`src/design/pmq_pkg.sv`:
```
// Shared constants, codes and types of the presence mailbox queue.
`default_nettype none
package pmq_pkg;

    localparam int USER_SLOTS    = 16;
    localparam int PENDING_DEPTH = 32;

    localparam int ID_W    = 16;
    localparam int MSG_W   = 16;
    localparam int OP_W    = 2;
    localparam int KIND_W  = 3;
    localparam int SLOT_AW = (USER_SLOTS > 1) ? $clog2(USER_SLOTS) : 1;
    localparam int SLOT_CW = $clog2(USER_SLOTS + 1);
    localparam int PEND_AW = (PENDING_DEPTH > 1) ? $clog2(PENDING_DEPTH) : 1;
    localparam int CNT_W   = $clog2(PENDING_DEPTH + 1);
    localparam int STORE_AW = SLOT_AW + PEND_AW;

    localparam logic [OP_W-1:0] OP_NOTIFY = 2'd0;
    localparam logic [OP_W-1:0] OP_LOGIN  = 2'd1;
    localparam logic [OP_W-1:0] OP_LOGOUT = 2'd2;
    localparam logic [OP_W-1:0] OP_UNUSED = 2'd3;

    localparam logic [KIND_W-1:0] KIND_LIVE    = 3'd0;
    localparam logic [KIND_W-1:0] KIND_QUEUED  = 3'd1;
    localparam logic [KIND_W-1:0] KIND_FULL    = 3'd2;
    localparam logic [KIND_W-1:0] KIND_LOGIN   = 3'd3;
    localparam logic [KIND_W-1:0] KIND_PENDING = 3'd4;
    localparam logic [KIND_W-1:0] KIND_NOSLOT  = 3'd5;

    // Per-user presence record
    typedef struct packed {
        logic             online;
        logic [CNT_W-1:0] count;
    } t_slot_state;

    // Result of an id search
    typedef struct packed {
        logic               hit;
        logic [SLOT_AW-1:0] idx;
    } t_lookup;

endpackage
`default_nettype wire

```
`src/design/pmq_state_mem.sv`:
```
// Presence record memory with per-entry valid bits; unwritten entries read as zero.
`default_nettype none
module pmq_state_mem (
    input  wire logic                          i_clk,
    input  wire logic                          i_rst_n,
    input  wire logic                          i_wr_en,
    input  wire logic [pmq_pkg::SLOT_AW-1:0]   i_wr_addr,
    input  wire pmq_pkg::t_slot_state          i_wr_data,
    input  wire logic                          i_rd_en,
    input  wire logic [pmq_pkg::SLOT_AW-1:0]   i_rd_addr,
    output pmq_pkg::t_slot_state               o_rd_data
);

    pmq_pkg::t_slot_state           r_mem [pmq_pkg::USER_SLOTS];
    logic [pmq_pkg::USER_SLOTS-1:0] r_valid;
    pmq_pkg::t_slot_state           r_rd_data;

    always_ff @(posedge i_clk) begin
        if (i_wr_en) begin
            r_mem[i_wr_addr] <= i_wr_data;
        end
        if (i_rd_en) begin
            r_rd_data <= r_valid[i_rd_addr] ? r_mem[i_rd_addr] : '0;
        end
    end

    always_ff @(posedge i_clk) begin
        if (!i_rst_n) begin
            r_valid <= '0;
        end else if (i_wr_en) begin
            r_valid[i_wr_addr] <= 1'b1;
        end
    end

    assign o_rd_data = r_rd_data;

endmodule
`default_nettype wire

```
`config.mk`:
```
export PLATFORM = sky130hd
export DESIGN_NAME = pmq_state_mem
export DESIGN_NICKNAME = d
export VERILOG_FILES = /design/src/design/pmq_pkg.sv /design/src/design/pmq_state_mem.sv
export SDC_FILE = /design/constraint.sdc
export NUM_CORES = 1
export LEC_CHECK = 0
export ABC_AREA = 1
export BUFFER_PORTS_ARGS = -buffer_cell sky130_fd_sc_hd__buf_2
export CAP_MARGIN = 30
export CORE_MARGIN = 3
export CORE_UTILIZATION = 40
export DETAILED_ROUTE_END_ITERATION = 8
export GPL_TIMING_DRIVEN = 0
export PLACE_DENSITY = 0.58
export SKIP_LAST_GASP = 1
export SLEW_MARGIN = 20
export SYNTH_ARGS = -nofsm -noshare
export SYNTH_HDL_FRONTEND = slang
export SYNTH_SLANG_ARGS = --single-unit
```
`constraint.sdc`:
```
create_clock -name i_clk -period 1.3 [get_ports i_clk]
set_input_delay 0.13 -clock i_clk [delete_from_list [all_inputs] [get_ports i_clk]]
set_output_delay 0.13 -clock i_clk [all_outputs]
set_load 0.05 [all_outputs]
```
# Word-level counts from Yosys, hierarchy flattened
# Memory sizes are Yosys's and may differ from the RTL's. A register that Yosys moved wholly into a read port is not among the register bits.
# Cells that the tools add are included.
[classes] order_cmp=3 mux=6 bitwise_logic=1 n_reduce_logical=2
[ops] cell="$or A16 B16 Y16" n=1
[ops] cell="$lt A4 B5 Y1 const B" n=2
[ops] cell="$bmux W1 S4" n=1
[ops] cell="$demux W1 S4" n=1
[ops] cell="$ge A4 B1 Y1 const B" n=1
[ops] cell="$mux W1" n=4
[ops] cell="$logic_and A1 B1 Y1" n=1
[ops] cell="$logic_not A1 Y1" n=1
[totals] regBits=16 ram_bits=112 in_bits=19 out_inout_bits=7 wordCells=14 memories=1
[memory_table] memory="r_mem" depth=16 word_bits=7 read_ports=1 rd_ports_with_merged_regs=1 wr=1 line="pmq_state_mem.sv:14" text="pmq_pkg::t_slot_state r_mem [pmq_pkg::USER_SLOTS];"

# Depth between registers and ports, before layout
[logic_depth] word_depth=5 mapped_depth=10 mapped_depth_nobuf=9

# Least setup slack after synthesis
# Ideal clock, no wire load.
[synth_timing] path_kind="input port to flip-flop" startpoint="in i_wr_en" endpoint="mem r_mem[10][0] in the netlist's numbering (enable)" setup_ns=0.368 t_arrival_ns=0.859 t_required_ns=0.932 path_slack_ns=0.073 cell_stages=4 path_buffers=0 path_cell_list="inv_1 -> nor3_1 -> inv_1 -> nor2_1"
[synth_via] elab_chain_cells=2
[synth_lines] element="start, declared" line="pmq_state_mem.sv:6" text="input wire logic i_wr_en,"
[synth_lines] element="$mux W1" line="pmq_state_mem.sv:19" text="if (i_wr_en) begin"
[synth_lines] element="$mux W1 (not written as such)" line="pmq_state_mem.sv:20" text="r_mem[i_wr_addr] <= i_wr_data;"
[synth_lines] element="end, declared" line="pmq_state_mem.sv:14"
# No other way between the ends.

==> impl_metrics.py <==
metrics = {
    "synthesis": {
        "synth_sequential_area_ratio_pct": 67.0,
        "syn_inst": 600,
        "yosysTopAreaCellShare_pct": 61.5,
        "ys_dominant_reg_cell": "sky130_fd_sc_hd__edfxtp_1",
        "post_synth_most_frequent_cells": "180 x sky130_fd_sc_hd__nand2_1, 119 x sky130_fd_sc_hd__edfxtp_1, 114 x sky130_fd_sc_hd__inv_1",
        "number_of_enable_type_register_cells_in_the_synthesized_netlist": 119,
        "synth-warning-count": 0,
        "yosysUniqueCellTypes": 15,
        "synth_most_common_cell": "sky130_fd_sc_hd__nand2_1",
        "syn_area_per_cell_sq_um": 9.69,
        "synth.largest_area_cell": "sky130_fd_sc_hd__edfxtp_1",
        "synth.ff_latch_count": 135,
        "synth_async_sr_flop_share_pct": 0,
        "post_synthesis_instance_area_sq_mm": 0.00581,
        "syn_nets": 619,
        "ys_top_cells_by_area": "sky130_fd_sc_hd__edfxtp_1 61%, sky130_fd_sc_hd__nand2_1 12%, sky130_fd_sc_hd__nand3_1 8.3%, sky130_fd_sc_hd__inv_1 7.4%, sky130_fd_sc_hd__dfxtp_1 5.5%",
    },
    "placement": {
        "hpwlAfterDp_um": 10300,
        "port-buffer-count": 23,
        "placement.setup.worst_slack_ps": -480,
        "place.gp.congestion": 0.898,
    },
    "timing": {
        "final_min_period_over_clock_period_pct": 94.8,
        "fin_max_slew_vios": 0,
        "worst_slew_pin_slew_ps": 861,
        "fin_crit_ps": 1230,
        "timing.final.ws_setup_ps": 67.0,
        "finalSetupViolCount": 0,
        "relSlewSlack_pct": 42.4,
        "final-hold-violation-count": 0,
        "max_freq_mhz": 811,
        "rsz_0062_raised_after_global_routing": "yes",
        "finClkSkew_ps": 4.26,
    },
    "critical_path": {
        "setup.reg_to_reg.worst_slack_ps": 70,
        "end_kind": "flop",
        "worstSetupStartpointType": "flop",
        "crit_path_start": "r_mem[14][4]",
        "slowest_delay_ps": 360,
        "timing.setup.critical_path_class": "reg -> reg",
        "cell_occurring_most_often_along_the_worst_timing_path": "sky130_fd_sc_hd__nand2_1",
        "worst_setup_path_endpoint": "o_rd_data[4]",
        "timing.critical_path.buf_inv": 1,
        "crit_path_cell_trace": "nand2_1 > nand2_1 > nand2_1 > nand3_1 > nand3_1 > nand2_1 > nand2_1 > inv_1",
        "crit_fanout": 1,
        "critical_path.top_delay_family": "simple AND/OR/NAND/NOR gates",
        "crit_arrival_ps": 1420,
        "critical_path_required_ps": 1480,
        "reg2reg_depth": 8,
        "beginning_of_the_worst_register_to_register_path": "r_mem[14][4]",
        "cell_at_the_slowest_stage_of_the_critical_path": "sky130_fd_sc_hd__edfxtp_1",
        "worstSetupPathDepth": 8,
        "r2r-end": "o_rd_data[4]",
    },
    "status": {
        "outcome": "finished, final reports clean",
    },
    "layout": {
        "combined_area_of_the_multi_input_logic_cells_sq_mm": 0.00142,
        "areaGrowthSynthToFinish_pct": 15.8,
        "post_route_cells_drive_above_1_share_pct": 11.8,
        "final.fill_count": 1319,
        "sequential_cell_area_sq_mm": 0.00389,
        "layout.nets": 665,
        "insertedDiodeCount": 0,
    },
    "clock_tree": {
        "clk-insertion-delay-late_ps": 420,
        "cts.repair_timing.setup_buffer_count": 0,
        "cts_tree": "done",
        "clock_path_buffers": 2,
        "clk_transition_reported_paths_ps": 50,
        "tritoncts_num_sinks": 135,
        "cts_root_buf": "sky130_fd_sc_hd__clkbuf_16",
        "cts-buffers-inserted": 17,
        "htree_num_levels": 4,
    },
    "drt": {
        "drt_iter0_drc": 323,
        "route.vias.total": 4166,
        "vias_per_cell": 4.97,
        "detailed_route_drc_error_count": 0,
        "post_drt_wl_per_cell_um": 17.9,
        "number_of_antenna_violating_nets_in_the_routed_design": 0,
        "drt_pass1_iterations": 6,
        "routed_wl_um": 15000,
    },
    "pwr": {
        "design_power_total_mw": 9.57,
        "power.static_leakage_nw": 2.98,
        "max-vdd-ir-drop_v": 0.000781,
        "power_per_standard_cell_area_mw_per_mm2": 1420,
    },
    "global_routing": {
        "globalRoute.totalOverflow": 0,
        "grt_antenna_before_repair": 0,
        "grt_pass1_wl_um": 23400,
        "track_usage_pct": 20.1,
        "grt_pass1_vias": 4131,
        "maximum_number_of_pins_on_one_net_before_global_route_repair": 17,
    },
    "floorplan": {
        "floorplan.core_area_sq_mm": 0.0140,
        "fp.dieH_um": 127,
        "ios": 26,
        "initial_cell_density_of_the_core_pct": 41.4,
        "core.rowCount": 43,
        "die_area_sq_mm": 0.0160,
        "die_w_um": 127,
    },
    "worst_hold_path": {
        "hold_path_class": "in -> reg",
    },
    "run": {
        "cap_violations": 0,
    },
}
[what timing repair did]
action | 4_1_cts | 5_1_grt
hold endpoints to repair | 2 | 0
setup endpoints to repair | 7 | 15
gates cloned | 0 | 0
resized for setup | 1 | 13
hold buffers | 1 | 0
pin swaps | 0 | 1
[metrics by stage]
step	utilization (%)	setup TNS (ps)	hold slack, ps	std cells	cell area [sq um]
after global placement	43.8	-30800	369	803	6150
after global routing	47.9	-102	40.3	839	6730
final	47.9	0	27.5	839	6730
after floorplan	-	0	229	600	5810
after CTS	47.3	0	19.3	836	6650
after detailed placement	43.8	-34610	371	803	6150
[worst min path at each step]
| stage | to | cells past startpoint | from | slack, ps |
|---|---|---|---|---|
| 2_1_floorplan | r_mem[0][0] | 0 | i_wr_data[0] | 230 |
| 3_3_place_gp | r_valid[0] | 2 | i_rst_n | 370 |
| 3_5_place_dp | r_valid[0] | 2 | i_rst_n | 370 |
| 4_1_cts | o_rd_data[4] | 1 | i_rd_en | 20 |
| 5_1_grt | o_rd_data[6] | 1 | i_rd_en | 40 |
| 6_report | o_rd_data[1] | 1 | i_rd_en | 30 |
[sequential cells by signal, indices dropped and copies added (netlist names)]
signal,cells
o_rd_data,7
r_mem,112
r_valid,16
[cells by family after synthesis]
logic type	Yosys count	share of synthesized area, %
AND/OR/NAND/NOR	321	22.9
flip-flops	135	67.0
buffers and inverters	140	9.71
AO/OA/AOI/OAI	4	0.430
[layout by cell type (no fill, tap or decap)]
| master | count |
|---|---|
| sky130_fd_sc_hd__nand2_1 | 179 |
| sky130_fd_sc_hd__dlygate4sd3_1 | 1 |
| sky130_fd_sc_hd__nor3_1 | 2 |
| sky130_fd_sc_hd__nand2_4 | 1 |
| sky130_fd_sc_hd__clkbuf_1 | 9 |
| sky130_fd_sc_hd__o21a_1 | 2 |
| sky130_fd_sc_hd__dfxtp_1 | 16 |
| sky130_fd_sc_hd__inv_2 | 2 |
| sky130_fd_sc_hd__clkbuf_16 | 17 |
| sky130_fd_sc_hd__nor2_1 | 40 |
| sky130_fd_sc_hd__edfxtp_1 | 119 |
| sky130_fd_sc_hd__inv_1 | 114 |
| sky130_fd_sc_hd__clkinv_1 | 10 |
| sky130_fd_sc_hd__a21oi_1 | 2 |
| sky130_fd_sc_hd__nand3_1 | 86 |
| sky130_fd_sc_hd__nor2_2 | 2 |
| sky130_fd_sc_hd__buf_4 | 9 |
| sky130_fd_sc_hd__buf_1 | 1 |
| sky130_fd_sc_hd__nand2_2 | 1 |
| sky130_fd_sc_hd__nand3_2 | 10 |
| sky130_fd_sc_hd__buf_2 | 36 |
[per-layer routing]
layer	GRT usage [%]	wire length [um]	share of wire (%)
met1	25.6	6230	41
met2	31.0	7070	47
met3	5.98	1200	7.9
met4	10.5	544	3.6
met5	0	0	0
[final cells by class]
| cell class | instances | share of cell area [%] |
|---|---|---|
| Inverter | 116 | 6.47 |
| Sequential cell | 135 | 57.9 |
| Clock inverter | 10 | 0.558 |
| Buffer | 24 | 1.91 |
| Tap cell | 180 | 3.35 |
| Clock buffer | 22 | 6.60 |
| Timing Repair Buffer | 27 | 2.19 |
| Multi-Input combinational cell | 325 | 21.1 |
[worst reg2reg max path, cell delays in order, from the launching register on]
cell and delay (ps):
sky130_fd_sc_hd__edfxtp_1 360, sky130_fd_sc_hd__nand2_1 70, sky130_fd_sc_hd__nand2_1 40, sky130_fd_sc_hd__nand2_1 100, sky130_fd_sc_hd__nand3_1 150, sky130_fd_sc_hd__nand3_1 110
sky130_fd_sc_hd__nand2_1 60, sky130_fd_sc_hd__nand2_1 70, sky130_fd_sc_hd__inv_1 40
[power breakdown]
group          switching [mW]  internal, mW  leakage [nW]
combinational           0.532         0.192          1.53
sequential             0.0237          4.82          1.21
clock                    1.64          2.36         0.231
Power figures use the tool's default switching activity.
