--- src/design/pmq_pkg.sv ---
// Shared constants, codes and types of the presence mailbox queue.
`default_nettype none
package pmq_pkg;

    localparam int USER_SLOTS    = 16;
    localparam int PENDING_DEPTH = 32;

    localparam int ID_W    = 16;
    localparam int MSG_W   = 16;
    localparam int OP_W    = 2;
    localparam int KIND_W  = 3;
    localparam int SLOT_AW = (USER_SLOTS > 1) ? $clog2(USER_SLOTS) : 1;
    localparam int SLOT_CW = $clog2(USER_SLOTS + 1);
    localparam int PEND_AW = (PENDING_DEPTH > 1) ? $clog2(PENDING_DEPTH) : 1;
    localparam int CNT_W   = $clog2(PENDING_DEPTH + 1);
    localparam int STORE_AW = SLOT_AW + PEND_AW;

    localparam logic [OP_W-1:0] OP_NOTIFY = 2'd0;
    localparam logic [OP_W-1:0] OP_LOGIN  = 2'd1;
    localparam logic [OP_W-1:0] OP_LOGOUT = 2'd2;
    localparam logic [OP_W-1:0] OP_UNUSED = 2'd3;

    localparam logic [KIND_W-1:0] KIND_LIVE    = 3'd0;
    localparam logic [KIND_W-1:0] KIND_QUEUED  = 3'd1;
    localparam logic [KIND_W-1:0] KIND_FULL    = 3'd2;
    localparam logic [KIND_W-1:0] KIND_LOGIN   = 3'd3;
    localparam logic [KIND_W-1:0] KIND_PENDING = 3'd4;
    localparam logic [KIND_W-1:0] KIND_NOSLOT  = 3'd5;

    // Per-user presence record
    typedef struct packed {
        logic             online;
        logic [CNT_W-1:0] count;
    } t_slot_state;

    // Result of an id search
    typedef struct packed {
        logic               hit;
        logic [SLOT_AW-1:0] idx;
    } t_lookup;

endpackage
`default_nettype wire

--- src/design/pmq_id_cam.sv ---
// Id table: slot ids, allocation count and registered id search.
`default_nettype none
module pmq_id_cam (
    input  wire logic                          i_clk,
    input  wire logic                          i_rst_n,
    input  wire logic                          i_cmp_en,
    input  wire logic [pmq_pkg::ID_W-1:0]      i_cmp_id,
    input  wire logic                          i_alloc,
    input  wire logic [pmq_pkg::ID_W-1:0]      i_alloc_id,
    output pmq_pkg::t_lookup                   o_lookup,
    output logic [pmq_pkg::SLOT_CW-1:0]        o_used
);

    logic [pmq_pkg::ID_W-1:0]       r_ids [pmq_pkg::USER_SLOTS];
    logic [pmq_pkg::USER_SLOTS-1:0] r_match;
    logic [pmq_pkg::SLOT_CW-1:0]    r_used;

    // Compare every live slot at once, register the hit vector.
    always_ff @(posedge i_clk) begin
        if (i_cmp_en) begin
            for (int i = 0; i < pmq_pkg::USER_SLOTS; i++) begin
                r_match[i] <= (pmq_pkg::SLOT_CW'(i) < r_used) && (r_ids[i] == i_cmp_id);
            end
        end
        if (i_alloc) begin
            r_ids[r_used[pmq_pkg::SLOT_AW-1:0]] <= i_alloc_id;
        end
    end

    always_ff @(posedge i_clk) begin
        if (!i_rst_n) begin
            r_used <= '0;
        end else if (i_alloc) begin
            r_used <= r_used + pmq_pkg::SLOT_CW'(1);
        end
    end

    // Lowest matching slot wins.
    always_comb begin
        o_lookup = '0;
        for (int i = pmq_pkg::USER_SLOTS - 1; i >= 0; i--) begin
            if (r_match[i]) begin
                o_lookup.hit = 1'b1;
                o_lookup.idx = pmq_pkg::SLOT_AW'(i);
            end
        end
    end

    assign o_used = r_used;

endmodule
`default_nettype wire

--- config.mk ---
export PLATFORM = sky130hd
export DESIGN_NAME = pmq_id_cam
export DESIGN_NICKNAME = d
export VERILOG_FILES = /design/src/design/pmq_pkg.sv /design/src/design/pmq_id_cam.sv
export SDC_FILE = /design/constraint.sdc
export NUM_CORES = 1
export LEC_CHECK = 0
export BUFFER_PORTS_ARGS = -buffer_cell sky130_fd_sc_hd__buf_4
export CAP_MARGIN = 20
export CORE_ASPECT_RATIO = 0.6
export CORE_MARGIN = 8
export CORE_UTILIZATION = 55
export CTS_BUF_LIST = sky130_fd_sc_hd__clkbuf_8
export CTS_CLUSTER_DIAMETER = 120
export DETAILED_ROUTE_END_ITERATION = 6
export PLACE_DENSITY = 0.75
export SLEW_MARGIN = 20
export SYNTH_ARGS = -nofsm -noshare
export SYNTH_HDL_FRONTEND = slang
export SYNTH_SLANG_ARGS = --single-unit
--- constraint.sdc ---
create_clock -name i_clk -period 1.8 [get_ports i_clk]
set_input_delay 0.18 -clock i_clk [delete_from_list [all_inputs] [get_ports i_clk]]
set_output_delay 0.18 -clock i_clk [all_outputs]
set_load 0.01 [all_outputs]
---- Word level (Yosys, flattened, before mapping) ----
Memory sizes are Yosys's and may differ from the RTL's.
Cells that the tools add are included.
word-level totals
  register bits ........................... 21
  bits in writable memories ............... 256
  input port bits ......................... 36
  output and inout bits ................... 10
  word-level logic and storage cells ...... 70
  memories ................................ 1
memories
  name   depth  bits a word  read ports  clocked after memory_dff  write ports  RTL line          text
  r_ids  16     16           16          0                         1            pmq_id_cam.sv:14  logic [pmq_pkg::ID_W-1:0] r_ids [pmq_pkg::USER_SLOTS];
cells by class
  add/sub/neg operators ................... 1
  order comparisons ....................... 16
  eq/ne operators ......................... 16
  muxes and demuxes ....................... 18
  reduce and logical (&&, ||, !) cells .... 16
operators with widths
  cell                 count
  $eq 16x16->1         16
  $mux 5               16
  $lt 4x5->1 const A   8
  $lt 3x5->1 const A   4
  $logic_and 1x1->1    16
  $lt 1x5->1 const A   2
  $lt 2x5->1 const A   2
  $add 5x1->5 const B  1
  $mux 1               2

---- Logic depth before layout (Yosys ltp) ----
Gate-level depths: netlist (run 1).
  depth in word-level cells ............... 16
  mapped depth ............................ 6
  gate-level depth less buffers ........... 4

---- Least setup slack after synthesis (run 1) ----
OpenSTA, ideal clock, no wires.
  path type ............................... reg-to-reg
  start ................................... register r_used (netlist bit o_used[3])
  end ..................................... memory r_ids[11][0] (netlist bit) (enable)
  setup time .............................. 0.374 ns
  arrival ................................. 1.396 ns
  required time ........................... 1.426 ns
  path slack .............................. 0.031 ns
  stages on the path, launching flop included .. 4
  path buffers ............................ 1
  period minus slack after synthesis ...... 1.769 ns
  cell sequence ........................... dfxtp_1 -> clkbuf_1 -> and3b_1 -> and2_1
RTL lines
  element                 RTL line          text
  start, declared         pmq_id_cam.sv:16  logic [pmq_pkg::SLOT_CW-1:0] r_used;
  start signal, assigned  pmq_id_cam.sv:34  r_used <= r_used + pmq_pkg::SLOT_CW'(1);
  end, declared           pmq_id_cam.sv:14
Straight into the memory's write port.

==> results.txt, run 1 <==
TritonCTS created 40 clock buffers. The HPWL after detailed placement is around 22000 um. The flow ran to the end, but the final reports show violations. The checks that failed: negative setup slack.

Routability-driven placement finished with a final weighted congestion of 0.895. The critical path endpoint category is an output port. In this run the power density over the cells is 921 nW/um2. The async set-reset flop share out of synthesis came out at 0%. The number of clock sinks seen by CTS came out at 277. The share of final-layout standard cells stronger than drive strength 1 is 20.8%. The required time reported for the critical path endpoint is 1.62 ns.

In this run the tightest slew margin relative to its limit is approximately half. At the pin with the least slew margin, the transition time is approximately 0.74 ns. The worst hold margin is roughly 0.033 ns. STA classifies the critical path startpoint as a flop. The clock-pin transition on the worst setup and hold timing paths is 0.07 ns. The detailed router finished its first iteration with roughly 920 violations. Buffers placed on the I/O ports in this run total 45.

The effective utilization at floorplan is roughly 55%. The via count of the first global-routing pass came out at 7110. The synthesized area divided by synthesized cell count came out at around 16 um2. By area the synthesized netlist is led by edfxtp_1 68%, xor2_1 14%, xnor2_1 4.7%. The total nets after synthesis came out at 792. Counting every instance in the synthesized netlist gives 752.

In the synthesized netlist, the cells that appear most often are 272 x edfxtp_1, 195 x xor2_1, 65 x xnor2_1. For this run, the leading register cell type out of synthesis is edfxtp_1. The number of enable flip-flop cells after synthesis is 272. The final worst-path setup slack came out at -0.278 ns. The number of vias per cell came out at 5.92. The worst setup skew after layout is between 0.01 and 0.015 ns. Measured on the finished design, the core utilization comes to 64.0%.

The largest driver fanout on the critical path came out at 2. TritonCTS built the clock tree. The total number of H-tree levels came out at 2. The number of search-and-repair iterations in the first detailed-routing pass is 5.

The worst IR drop on VDD came out at ~0.63 mV. The setup slack after placement is -0.168 ns. Excluding fillers, the count of instances in the completed layout stands at 1191. The pin count of the biggest net entering global routing is 17. The number of max-cap violations came out at 0. The signed area change from the synthesized netlist to the final layout came out at 15.4%. In this run, synthesis produced a sequential element count of 277. The upper clock frequency limit is 481 MHz. The remaining design rule violation count came out at 0.

The total instance count after detailed placement is 1114. The first global-routing pass estimated 48000 um of wire. The share of the cycle needed by the critical path after routing is 115%. Setup repair after global routing could not meet its margin everywhere. The count of yosys warnings during synthesis came out at 0. The count of final hold-check violations came out at 0.

The number of top-level design ports is 46. The filler cells instantiated in the layout total between 1500 and 2000. The clock network latency to the later pin of the worst-skew pair came out at 0.53 ns. The clock passes through at most 3 buffers. The final global-route overflow total came out at 0.

Summed over all instances, the cell type with the most area after synthesis is edfxtp_1. In the final routed layout, each cell accounts on average for 28.1 um. The total count of max-transition violations in the final report is 0. The most numerous cell in the Yosys netlist is edfxtp_1. The number of antenna violations at the first check in global routing is 1. The total wire length after detailed routing is 33400 um. The share of Yosys cell area claimed by the top area cell type came out at 67.7%.

The min-delay analysis places its worst path in the category in2reg. The detailed router placed between 7000 and 8000 vias in this run. The count of cell types in the netlist is 39. The static leakage came out at 4.82 nW. In this run the clock root is driven by a clkbuf_8. The area of the mapped netlist is 12100 um2. The core box area came out at 21800 um2. The floorplan step defined a die boundary enclosing ~27000 um2. The setup violation total in the final timing report is 5. For this run, the total global-route usage over all layers was measured as 24.9%. The sequential share of the synthesized area is 68.6%. The height of the die came out at 131 um. The time the final worst path needs with I/O delays and setup is 2.08 ns. The count of antenna-violating nets left after detailed routing is 0. The die boundary width came out at 207 um. By startpoint and endpoint, the worst setup path is classified as reg2out.

The net total in the final layout is between 900 and 1000. The number of standard-cell rows in the floorplan came out at 42. STA puts the critical path data arrival time at 1.90 ns.
==> path summary, 6_finish.rpt <==
kind                                               end  slack, ns              startpoint  depth (start not counted)
worst min register to register    r_match[0]$_DFFE_PP_       0.68  r_ids[0][13]$_DFFE_PP_                          3
worst max register to register  o_used[4]$_SDFFE_PN0P_       0.08  o_used[1]$_SDFFE_PN0P_                          6
worst min-delay path            r_ids[10][8]$_DFFE_PP_       0.03           i_alloc_id[8]                          1
worst max-delay path                       o_lookup[3]      -0.28    r_match[7]$_DFFE_PP_                          5
==> cell usage in the layout (no fill, tap or decap), drive strengths merged, types with 8 or more instances in the layout <==
| cell type | netlist | layout |
|---|---|---|
| and2 | 20 | 20 |
| a21oi | 10 | 10 |
| nor2 | 13 | 13 |
| edfxtp | 272 | 272 |
| nand3 | 8 | 8 |
| xor2 | 195 | 195 |
| clkbuf | 3 | 41 |
| buf | 34 | 117 |
| nor4 | 50 | 50 |
| clkinv | 0 | 13 |
| xnor2 | 65 | 65 |
| inv | 7 | 22 |
| nand2 | 10 | 10 |
| nand4 | 22 | 22 |
==> flip-flops by register name, indices dropped and copies added (netlist names) <==
| name | cells |
|---|---|
| r_match | 16 |
| r_ids | 256 |
| o_used | 5 |
==> worst max-delay path, cell delays in order (launching register included) <==
cell and delay, ns:
edfxtp_1 0.51, or2_4 0.30, nor3_4 0.13, nor3b_2 0.20, buf_4 0.15, buf_6 0.10
==> kinds of logic (layout without fill, tap and decap cells) <==
logic type	count (synthesis)	in the layout	share of synthesized area [%]
DFF	277	277	68.6
xor gates and xnor gates	260	260	18.9
and+or+nand+nor	139	139	7.08
buffers and inverters	44	195	3.39
AOI/OAI and AO/OA	27	27	1.58
adders and majority gates	4	4	0.415
muxes	1	1	0.0830
other	0	2	0
==> area by class of cell <==
| type | instances | area [um2] | share of cell area (%) |
|---|---|---|---|
| Inverter | 7 | 26.3 | 0.189 |
| Timing Repair Buffer | 118 | 1100 | 7.94 |
| Multi-Input combinational cell | 431 | 3450 | 24.8 |
| Antenna cell | 2 | 5.00 | 0.0360 |
| Sequential cell | 277 | 8270 | 59.4 |
| Clock buffer | 41 | 564 | 4.05 |
| Clock inverter | 29 | 138 | 0.989 |
| Tap cell | 286 | 358 | 2.57 |
==> stage by stage <==
step           cell area [um2]  setup TNS, ns  total power, W
6_report                 13900          -1.14          0.0128
3_3_place_gp             13100         -0.237         0.00833
4_1_cts                  13900          -1.06          0.0129
3_5_place_dp             13100         -0.186         0.00836
2_1_floorplan            12100              0         0.00787
5_1_grt                  13900          -1.37          0.0132
==> timing repair <==
| item | 4_1_cts | 5_1_grt |
|---|---|---|
| gates resized for setup | 13 | 8 |
| endpoints found under the hold margin | 5 | 0 |
| hold buffers | 1 | 0 |
| setup endpoints to repair | 6 | 58 |
| setup buffers | 4 | 0 |
| pin swaps | 6 | 1 |
==> metal layers <==
metal | part of all wire [%] | track usage (%) | vias to the layer above | routed length [um]
met4 | 1.8 | 6.11 | 0 | 604
met5 | 0 | 0 | - | 0
met2 | 41 | 35.8 | 444 | 13700
met3 | 13 | 7.03 | 54 | 4260
li1 | - | - | 2986 | -
met1 | 44 | 36.9 | 3571 | 14800
==> where the power goes <==
| group | total [W] | switching (W) | internal [W] |
|---|---|---|---|
| clock | 0.00455 | 0.00230 | 0.00225 |
| sequential | 0.00722 | 0.0000491 | 0.00717 |
| combinational | 0.00105 | 0.000669 | 0.000378 |
Power figures use the tool's default switching activity.
==> inputs of run 2 (changes only) <==
--- a/config.mk
+++ b/config.mk
@@ -13,6 +13,7 @@
 export CTS_BUF_LIST = sky130_fd_sc_hd__clkbuf_8
 export CTS_CLUSTER_DIAMETER = 120
 export DETAILED_ROUTE_END_ITERATION = 6
+export HOLD_SLACK_MARGIN = 0.1
 export PLACE_DENSITY = 0.75
 export SLEW_MARGIN = 20
 export SYNTH_ARGS = -nofsm -noshare
==> results.txt, run 2 (synthesized netlist as in run 1, its figures left out) <==
The arrival time at the worst endpoint came out at 1.89 ns (about the same). The largest driver fanout on the critical path came out at 2 (unchanged). The number of top-level design ports came out at 46 (unchanged).

The clock-pin transition on the worst setup and hold timing paths is 0.06 ns (about the same). The area growth from synthesis to layout is 16.8%. The via count of the first global-routing pass came out at 7191 (+1.1%). The HPWL after detailed placement is 21500 um (unchanged). The pin count of the biggest net entering global routing came out at 17 (unchanged). The maximum single-stage delay on the critical path is 0.51 ns (about the same).

The total instance count after detailed placement came to 1114 (unchanged). Setup repair after global routing could not meet its margin everywhere. The final worst-path setup slack came out at -0.270 ns (+0.00811 ns). The static leakage came to 4.89 nW (+1.5%). The worst IR drop on VDD came out at 0.627 mV (-0.13%). The die boundary width is 207 um (unchanged).

The headroom to the max-slew limit came out at 51.9% (+1.8 points). The routed wirelength normalized by instance count came out at 27.9 um (-0.50%). The total power of the final layout came to 0.0129 W (+0.35%). The critical path goes through or2_4 -> nor3_4 -> nor3b_2 -> buf_4 -> buf_6.

The share of the cycle needed by the critical path after routing was 115% (-0.45 points). The cell family contributing the most delay on the critical path is simple AND/OR/NAND/NOR gates. The type of the most critical hold path is in2reg. The number of antenna violations at the first check in global routing was 1 (unchanged). The remaining design rule violation count is 0 (unchanged). The total number of H-tree levels was 2 (unchanged). The worst setup skew after layout came to 0.0145 ns (+0.00119 ns). The count of placed standard cells in the final layout, fillers left out came out at 1207 (+1.3%). The startpoint identified for the worst register-to-register timing path is o_used[1]$_SDFFE_PN0P_.

STA classifies the critical path endpoint as an output port. The cell area after layout was 14100 um2 (+1.2%). The count of buffers from port buffering came to 45 (unchanged).

The placer congestion estimate is 0.895 (unchanged). In this run the most critical hold path is launched from i_alloc. The count of final hold-check violations is 0 (unchanged). The number of vias per cell was 5.93 (+0.13%). The worst hold path depth came out at 4 (+3).

The number of search-and-repair iterations in the first detailed-routing pass is 5 (unchanged). The top cell types in the final layout, fill and taps aside, are 272 x edfxtp_1, 195 x xor2_1, 99 x buf_4, 65 x xnor2_1, 41 x clkbuf_8. The library cell used most frequently in the layout, excluding fill and tap cells, is edfxtp_1. The core box area came out at 21800 um2 (unchanged). The post-route core utilization is 64.7% (+0.77 points). For hold timing, the worst endpoint is o_used[0]$_SDFFE_PN0P_. The share of final-layout standard cells stronger than drive strength 1 came out at 20.4% (-0.38 points).

The buffer depth of the longest clock path came out at 3 (unchanged). The combined buffer and inverter count along the critical path came out at 2 (unchanged). The reg2reg setup slack was 0.09 ns (about the same). The CTS tree is done.

The flip-flop count of the largest register, all copies and words added came out at 256 (unchanged). The count of antenna-violating nets left after detailed routing is 0 (unchanged). The global-route total usage across every layer is 25.0% (+0.13 points). The net total in the final layout came out at 932 (+1.9%). The number of clock sinks seen by CTS came out at 277 (unchanged). The final reports fail on negative setup slack. The total wire length after detailed routing is 33700 um (+0.83%). The critical-path cell with the highest stage delay is edfxtp_1. The upper clock frequency limit was 483 MHz (+0.39%). The wire length of the first global-routing pass is 48300 um (+0.53%). The number of max-cap violations is 0 (unchanged). The overall via count from detail_route is 7159 (+1.5%). The number of DRC markers in iteration 0 is 850 (-7.4%). The time the final worst path needs with I/O delays and setup came out at 2.07 ns (-0.00811 ns). The slew at the pin closest to its max-slew limit was 0.717 ns (-0.0270 ns).

The run finished, with violations left. The clock network latency to the later pin of the worst-skew pair is 0.53 ns (about the same). CTS placed an instance of clkbuf_8 at the clock tree root. The number of clock buffers inserted by TritonCTS came out at 40 (unchanged). The element type at the critical path start is a flop. The required time reported for the critical path endpoint is 1.62 ns (about the same). The total count of max-transition violations in the final report came to 0 (unchanged). The post-placement cell area came out at 13100 um2 (unchanged). The height of the die is 131 um (unchanged). The count of cell instances traversed by the critical path came out at 5 (unchanged). The endpoint identified for the worst register-to-register timing path is o_used[4]$_SDFFE_PN0P_. The power per unit of standard cell area is 913 nW/um2 (-0.85%). The final global-route overflow total came out at 0 (unchanged). The number of standard-cell rows in the floorplan is 42 (unchanged).

The area of the die came out at 27100 um2 (unchanged). The number of cells on the worst reg-to-reg path is 6 (unchanged). The effective utilization at floorplan is 55.4% (unchanged). The critical setup path kind is reg2out. The setup violation total in the final timing report was 5 (unchanged).
-- run 2: layout make-up --
| type | instances | area [um2] |
|---|---|---|
| Tap cell | 286 | 358 |
| Fill cell | 1530 | 7670 |
| Timing Repair Buffer | 135 | 1270 |
| Antenna cell | 1 | 2.50 |
| Inverter | 7 | 26.3 |
| Clock inverter | 29 | 138 |
| Multi-Input combinational cell | 431 | 3450 |
| Sequential cell | 277 | 8270 |
| Clock buffer | 41 | 564 |
-- run 2: power by group --
part / internal [W] / total (W) / switching (W) / leakage (nW)
Sequential: 0.00717 / 0.00722 / 0.0000491 / 2.52
Combinational: 0.000402 / 0.00108 / 0.000676 / 1.95
Clock: 0.00225 / 0.00456 / 0.00231 / 0.414
Total: 0.00982 / 0.0129 / 0.00303 / 4.89
-- run 2: per-stage QoR --
step / TNS (ns) / setup WS, ns / hold slack, ns
2_1_floorplan: 0 / 0.0307 / 0.279
3_3_place_gp: -0.237 / -0.121 / 0.444
3_5_place_dp: -0.186 / -0.168 / 0.447
4_1_cts: -1.06 / -0.264 / 0.166
5_1_grt: -1.37 / -0.299 / 0.164
6_report: -1.11 / -0.270 / 0.178
-- run 2: timing repair --
action | in CTS | in global routing
endpoints found under the setup margin | 6 | 62
pin swaps | 6 | 1
hold buffers | 18 | 0
hold endpoints to repair | 275 | 0
gates resized for setup | 13 | 8
setup buffers | 4 | 0
-- run 2: worst max path at each step --
stage                           start                endpoint  slack [ns]
2_1_floorplan  o_used[3]$_SDFFE_PN0P_  r_ids[11][0]$_DFFE_PP_        0.03
3_3_place_gp             i_cmp_id[10]    r_match[6]$_DFFE_PP_       -0.12
6_report         r_match[7]$_DFFE_PP_             o_lookup[3]       -0.27
4_1_cts          r_match[7]$_DFFE_PP_             o_lookup[3]       -0.26
5_1_grt          r_match[2]$_DFFE_PP_             o_lookup[0]       -0.30
3_5_place_dp             i_cmp_id[10]    r_match[6]$_DFFE_PP_       -0.17
-- run 2: worst min-delay path, delay by kind of cell --
family / cells / cell delay [ns]
buf+inv: 2 / 0.26
simple gates: 1 / 0.14
xor+xnor: 1 / 0.06
-- run 2: layer usage --
metal / vias to the layer above / GRT usage [%] / wire length [um]
li1: 3021 / - / -
met1: 3638 / 36.7 / 15100
met2: 446 / 36.3 / 13900
met3: 54 / 7.12 / 4080
met4: 0 / 6.20 / 619
met5: - / 0 / 0
